$ cat src/hw/rtl/pnse_pkg.sv
`timescale 1ns / 1ps
// ----------------------------------------------------------------------------
// Petri-net step engine package
// Operation codes, register indexes and the command and status bundles that
// join the step controller to the datapath.
// ----------------------------------------------------------------------------
package pnse_pkg;

  localparam logic [2:0] OP_WR_IW    = 3'd0;
  localparam logic [2:0] OP_WR_OW    = 3'd1;
  localparam logic [2:0] OP_WR_DELAY = 3'd2;
  localparam logic [2:0] OP_WR_MARK  = 3'd3;
  localparam logic [2:0] OP_STEP     = 3'd4;
  localparam logic [2:0] OP_READ     = 3'd5;

  localparam logic [1:0] CFG_MODE   = 2'd0;
  localparam logic [1:0] CFG_PLACES = 2'd1;
  localparam logic [1:0] CFG_TRANS  = 2'd2;

  localparam logic [1:0] KIND_NONE   = 2'd0;
  localparam logic [1:0] KIND_CHOICE = 2'd1;
  localparam logic [1:0] KIND_TRIM   = 2'd2;

  localparam logic RES_STEP = 1'b0;
  localparam logic RES_READ = 1'b1;

  // Operation applied to each arc during a walk over places and transitions.
  typedef enum logic [2:0] {
    ARC_DEP_DONE,
    ARC_ENABLE,
    ARC_DEMAND,
    ARC_TRIM,
    ARC_SUB,
    ARC_DEP_FIRE
  } arc_op_e;

  typedef struct packed {
    logic       idle;
    logic       accept;
    logic       step_init;
    logic       tick;
    logic       walk_clr;
    logic       arc_apply;
    arc_op_e    arc_op;
    logic       cov_clr;
    logic       cov_apply;
    logic       make_list;
    logic       pick_two;
    logic       trim_pop;
    logic       load_timers;
    logic       out_step;
    logic       out_read;
    logic [1:0] kind;
  } cmd_t;

  typedef struct packed {
    logic mode;
    logic walk_last;
    logic cov_last;
    logic covered;
    logic n_le1;
    logic n_eq2;
    logic m_gt1;
    logic out_free;
  } sts_t;

endpackage

$ cat src/hw/rtl/pnse_ctrl.sv
`timescale 1ns / 1ps
// ----------------------------------------------------------------------------
// Step controller
// Sequences the arc walks, cover checks and trimming of one step and hands
// results to the output register.
// ----------------------------------------------------------------------------
module pnse_ctrl (
  input  logic              clk_i,
  input  logic              rst_ni,
  input  logic              s_tvalid_i,
  output logic              s_tready_o,
  input  logic [2:0]        op_i,
  input  pnse_pkg::sts_t    sts_i,
  output pnse_pkg::cmd_t    cmd_o
);
  import pnse_pkg::*;

  typedef enum logic [3:0] {
    S_IDLE,
    S_START,
    S_ARC_INIT,
    S_ARC_RD,
    S_ARC_EX,
    S_LIST,
    S_LIST_CHK,
    S_COV_INIT,
    S_COV_RUN,
    S_COV_CHK,
    S_TRIM_POP,
    S_TIMERS,
    S_OUT_STEP,
    S_OUT_READ
  } state_e;

  state_e     state_q;
  arc_op_e    arc_op_q;
  logic [1:0] kind_q;
  logic       trim_q;
  logic       accept;

  assign s_tready_o = (state_q == S_IDLE);
  assign accept     = s_tvalid_i && s_tready_o;

  always_comb begin
    cmd_o             = '0;
    cmd_o.arc_op      = arc_op_q;
    cmd_o.kind        = kind_q;
    cmd_o.idle        = (state_q == S_IDLE);
    cmd_o.accept      = accept;
    cmd_o.step_init   = (state_q == S_START);
    cmd_o.tick        = (state_q == S_START) && sts_i.mode;
    cmd_o.walk_clr    = (state_q == S_ARC_INIT);
    cmd_o.arc_apply   = (state_q == S_ARC_EX);
    cmd_o.cov_clr     = (state_q == S_COV_INIT);
    cmd_o.cov_apply   = (state_q == S_COV_RUN);
    cmd_o.make_list   = (state_q == S_LIST);
    cmd_o.pick_two    = (state_q == S_COV_CHK) && !sts_i.covered && !trim_q && sts_i.n_eq2;
    cmd_o.trim_pop    = (state_q == S_TRIM_POP);
    cmd_o.load_timers = (state_q == S_TIMERS);
    cmd_o.out_step    = (state_q == S_OUT_STEP) && sts_i.out_free;
    cmd_o.out_read    = (state_q == S_OUT_READ) && sts_i.out_free;
  end

  always_ff @(posedge clk_i or negedge rst_ni) begin
    if (!rst_ni) begin
      state_q  <= S_IDLE;
      arc_op_q <= ARC_ENABLE;
      kind_q   <= KIND_NONE;
      trim_q   <= 1'b0;
    end else begin
      unique case (state_q)
        S_IDLE: begin
          if (accept && op_i == OP_STEP) begin
            state_q <= S_START;
          end else if (accept && op_i == OP_READ) begin
            state_q <= S_OUT_READ;
          end
        end
        S_START: begin
          arc_op_q <= sts_i.mode ? ARC_DEP_DONE : ARC_ENABLE;
          state_q  <= S_ARC_INIT;
        end
        S_ARC_INIT: state_q <= S_ARC_RD;
        S_ARC_RD:   state_q <= S_ARC_EX;
        S_ARC_EX: begin
          if (!sts_i.walk_last) begin
            state_q <= S_ARC_RD;
          end else begin
            unique case (arc_op_q)
              ARC_DEP_DONE: begin
                arc_op_q <= ARC_ENABLE;
                state_q  <= S_ARC_INIT;
              end
              ARC_ENABLE: state_q <= S_LIST;
              ARC_DEMAND: begin
                trim_q  <= 1'b0;
                state_q <= S_COV_INIT;
              end
              ARC_TRIM: state_q <= S_TRIM_POP;
              ARC_SUB: begin
                if (sts_i.mode) begin
                  state_q <= S_TIMERS;
                end else begin
                  arc_op_q <= ARC_DEP_FIRE;
                  state_q  <= S_ARC_INIT;
                end
              end
              ARC_DEP_FIRE: state_q <= S_OUT_STEP;
              default:      state_q <= S_IDLE;
            endcase
          end
        end
        S_LIST: state_q <= S_LIST_CHK;
        S_LIST_CHK: begin
          kind_q   <= KIND_NONE;
          arc_op_q <= sts_i.n_le1 ? ARC_SUB : ARC_DEMAND;
          state_q  <= S_ARC_INIT;
        end
        S_COV_INIT: state_q <= S_COV_RUN;
        S_COV_RUN: begin
          if (sts_i.cov_last) begin
            state_q <= S_COV_CHK;
          end
        end
        S_COV_CHK: begin
          state_q <= S_ARC_INIT;
          priority if (sts_i.covered) begin
            arc_op_q <= ARC_SUB;
          end else if (!trim_q && sts_i.n_eq2) begin
            kind_q   <= KIND_CHOICE;
            arc_op_q <= ARC_SUB;
          end else if (!trim_q) begin
            kind_q   <= KIND_TRIM;
            trim_q   <= 1'b1;
            arc_op_q <= ARC_TRIM;
          end else if (sts_i.m_gt1) begin
            arc_op_q <= ARC_TRIM;
          end else begin
            arc_op_q <= ARC_SUB;
          end
        end
        S_TRIM_POP: state_q <= S_COV_INIT;
        S_TIMERS:   state_q <= S_OUT_STEP;
        S_OUT_STEP: begin
          if (sts_i.out_free) begin
            state_q <= S_IDLE;
          end
        end
        S_OUT_READ: begin
          if (sts_i.out_free) begin
            state_q <= S_IDLE;
          end
        end
        default: state_q <= S_IDLE;
      endcase
    end
  end

endmodule

$ cat config.mk
export PLATFORM = sky130hd
export DESIGN_NAME = pnse_ctrl
export DESIGN_NICKNAME = d
export VERILOG_FILES = /design/src/hw/rtl/pnse_pkg.sv /design/src/hw/rtl/pnse_ctrl.sv
export SDC_FILE = /design/constraint.sdc
export NUM_CORES = 1
export LEC_CHECK = 0
export BUFFER_PORTS_ARGS = -buffer_cell sky130_fd_sc_hd__clkbuf_2
export CAP_MARGIN = 0
export CORE_MARGIN = 10
export CORE_UTILIZATION = 43
export CTS_CLUSTER_DIAMETER = 80
export DETAILED_ROUTE_END_ITERATION = 10
export HOLD_SLACK_MARGIN = 0.15
export PLACE_DENSITY_LB_ADDON = 0.3
export SLEW_MARGIN = 20
export SYNTH_ARGS = -nofsm -noshare
export SYNTH_HDL_FRONTEND = slang
export SYNTH_SLANG_ARGS = --single-unit
$ cat constraint.sdc
create_clock -name clk_i -period 1.5 [get_ports clk_i]
set_input_delay 0.075 -clock clk_i [delete_from_list [all_inputs] [get_ports clk_i]]
set_output_delay 0.075 -clock clk_i [all_outputs]
set_load 0.005 [all_outputs]
==> qor.yml <==
synth.cell_area_sq_um: 888
fp.dieW_um: 65.5
antenna_found_initial: 0
clk_pin_slew_worst_paths_ns: 0.07
drv_cap: 0
layout_min_cycle_time_ns: 1.55
synth.avg_cell_area_sq_um: 8.08
violations: "setup timing"
ys_types: 44
grt_pass1_vias: 974
syn_nets: 124
vdd_drop_max_uv: 939
numCtsBuffers: 3
yosysWarnings: 0
grt_pass1_wl_um: 4530
cts.path.max_buffers: 2
overflow: 0
max_slew_margin: 0.676
crit_fanout: 5
critPathKind: "reg -> out"
worst_clock_skew_ns: 0.0103
crit_arrival_ns: 1.48
required_ns: 1.42
hold_violations: 0
rsz0062_at_grt: "true"
status: "finished with violations"
hpwl_um: 2050
htreeDepth: 1
rows: 16
synthTopCellsByCount: "11 x nand2_1, 10 x nor2_1, 9 x dfrtp_1"
synth_edf_count: 0
fin_area_sq_um: 1400
drv_slew: 0
multi_input_area_sq_um: 686
fin_crit_sh: 1.03
start_util: 0.453
total_power_mw: 2.68
cts_tree: "yes"
fp.dieH_um: 65.5
hold_path_class: "in -> reg"
final_util: 0.714
num_antenna_cells: 0
drtIter0Drc: 32
setup_tns_ns: -0.216
finalSetupViolations: 6
ys_seq_area_frac: 0.283
worst_slack_ns: -0.0523
drt-pass1-iter-count: 4
postRouteAntennaNets: 0
fmax_mhz: 644
leakage_nw: 0.628
drc: 0
yosysTopAreaCellShare: 0.254
fill_cells: 168
regArea_sq_um: 254
cts.sinks: 10
grtUsageTotal: 0.132
ios: 34
placed_cells: 170
synthArstFlopShare: 1.00
place.gp.congestion: 0.797
synth_top_area_cell: "dfrtp_1"
synth-seq-cells: 10
core_area_sq_um: 1960
worst_pin_slew_ns: 0.483
nets: 176
cp-start-kind: "flip-flop"
pre_cts_ws_ns: 0.00834
wirelength_um: 3060
io_buffers: 33
fin_cells: 188
die_area_sq_um: 4280
clk_latency_ns: 0.27
yosys.cell_count.top_type: "nand2_1"
dpl-instance-area_sq_um: 1120
grt_max_degree: 12
syn_to_final_growth_pct: 57.6
powerDensity_nw_per_um2: 1920
synth_ff_type: "dfrtp_1"
hold_slack_ns: 0.156
root_buffer: "clkbuf_4"
drive_gt1_frac: 0.478
ys_top_cells_by_area: "dfrtp_1 25%, nand2_1 4.6%, nor2_1 4.2%"
route.vias.total: 1044
viasPerCell: 5.55
wl_per_cell_um: 16.3
crit_path_end_kind: "output pin"
syn_inst: 110
## cells in the final DEF, fill, tap and decap left out, drive strengths merged, types with 2 or more instances in the layout
cell type	n
nor3b	3
nor3	6
nand3	2
o21a	2
inv	3
a211oi	3
nor2b	6
nand4bb	2
o211ai	2
and2	4
dlygate4sd3	4
buf	24
nor2	10
a22oi	2
dfrtp	9
clkbuf	32
nand2	11
nor4	3
nand2b	5
o21ai	7
a31oi	3
## timing repair
action / 4_1_cts / 5_1_grt
gates resized for setup: 9 / 18
hold buffers: 4 / 0
gates cloned: 0 / 0
pin swaps: 5 / 5
setup endpoints to repair: 10 / 17
setup buffers: 7 / 3
endpoints found under the hold margin: 14 / 0
## where the power goes
group / internal [mW] / switching, mW / total (mW)
sequential: 0.411 / 0.171 / 0.583
clock: 0.103 / 0.0982 / 0.201
combinational: 0.971 / 0.927 / 1.90
## path summary, 6_finish.rpt
kind	start	cells after the start	end	slack, ns
max	state_q[2]$_DFFE_PN0P_	4	cmd_o[17]	-0.05
min	sts_i[6]	3	arc_op_q[0]$_DFFE_PN1P_	0.16
max reg2reg	state_q[3]$_DFFE_PN0P_	5	state_q[3]$_DFFE_PN0P_	-0.01
min reg2reg	arc_op_q[0]$_DFFE_PN1P_	2	arc_op_q[0]$_DFFE_PN1P_	0.52
max in group asynchronous	rst_ni	2	arc_op_q[0]$_DFFE_PN1P_	1.03
min in group asynchronous	rst_ni	2	kind_q[1]$_DFFE_PN0P_	0.20
## sequential cells by signal (all words and copies together) (netlist names)
register	count
trim_q	1
state_q	4
kind_q	2
arc_op_q	3
## critical path, stage by stage, from the launching register on
cell      delay [ns]
dfrtp_2         0.44
buf_6           0.13
nor4_4          0.34
and2_1          0.17
clkbuf_2        0.11
## final cells by class
cell class	instances	share of cell area
multi-input cells	88	0.490
repair buffers	56	0.278
flip-flops and latches	10	0.181
well taps	27	0.0241
clock buffers	4	0.0188
inverters	3	0.00804
## logic make-up (layout without fill, tap and decap cells)
family / count (synthesis) / after routing / share of synthesized area
flip-flops: 10 / 10 / 0.283
AO/OA/AOI/OAI: 30 / 30 / 0.245
AND/OR/NAND/NOR: 55 / 55 / 0.363
multiplexers: 1 / 1 / 0.0113
buffers and inverters: 12 / 63 / 0.0761
XOR/XNOR: 1 / 1 / 0.00986
adder cells (fa/ha/maj): 1 / 1 / 0.0113
## routing by layer
| metal | GRT usage | routed length (um) |
|---|---|---|
| met4 | 0.0722 | 62 |
| met5 | 0 | 0 |
| met3 | 0.0407 | 247 |
| met2 | 0.221 | 1490 |
| met1 | 0.145 | 1260 |
(Power assumes the default switching activity.)
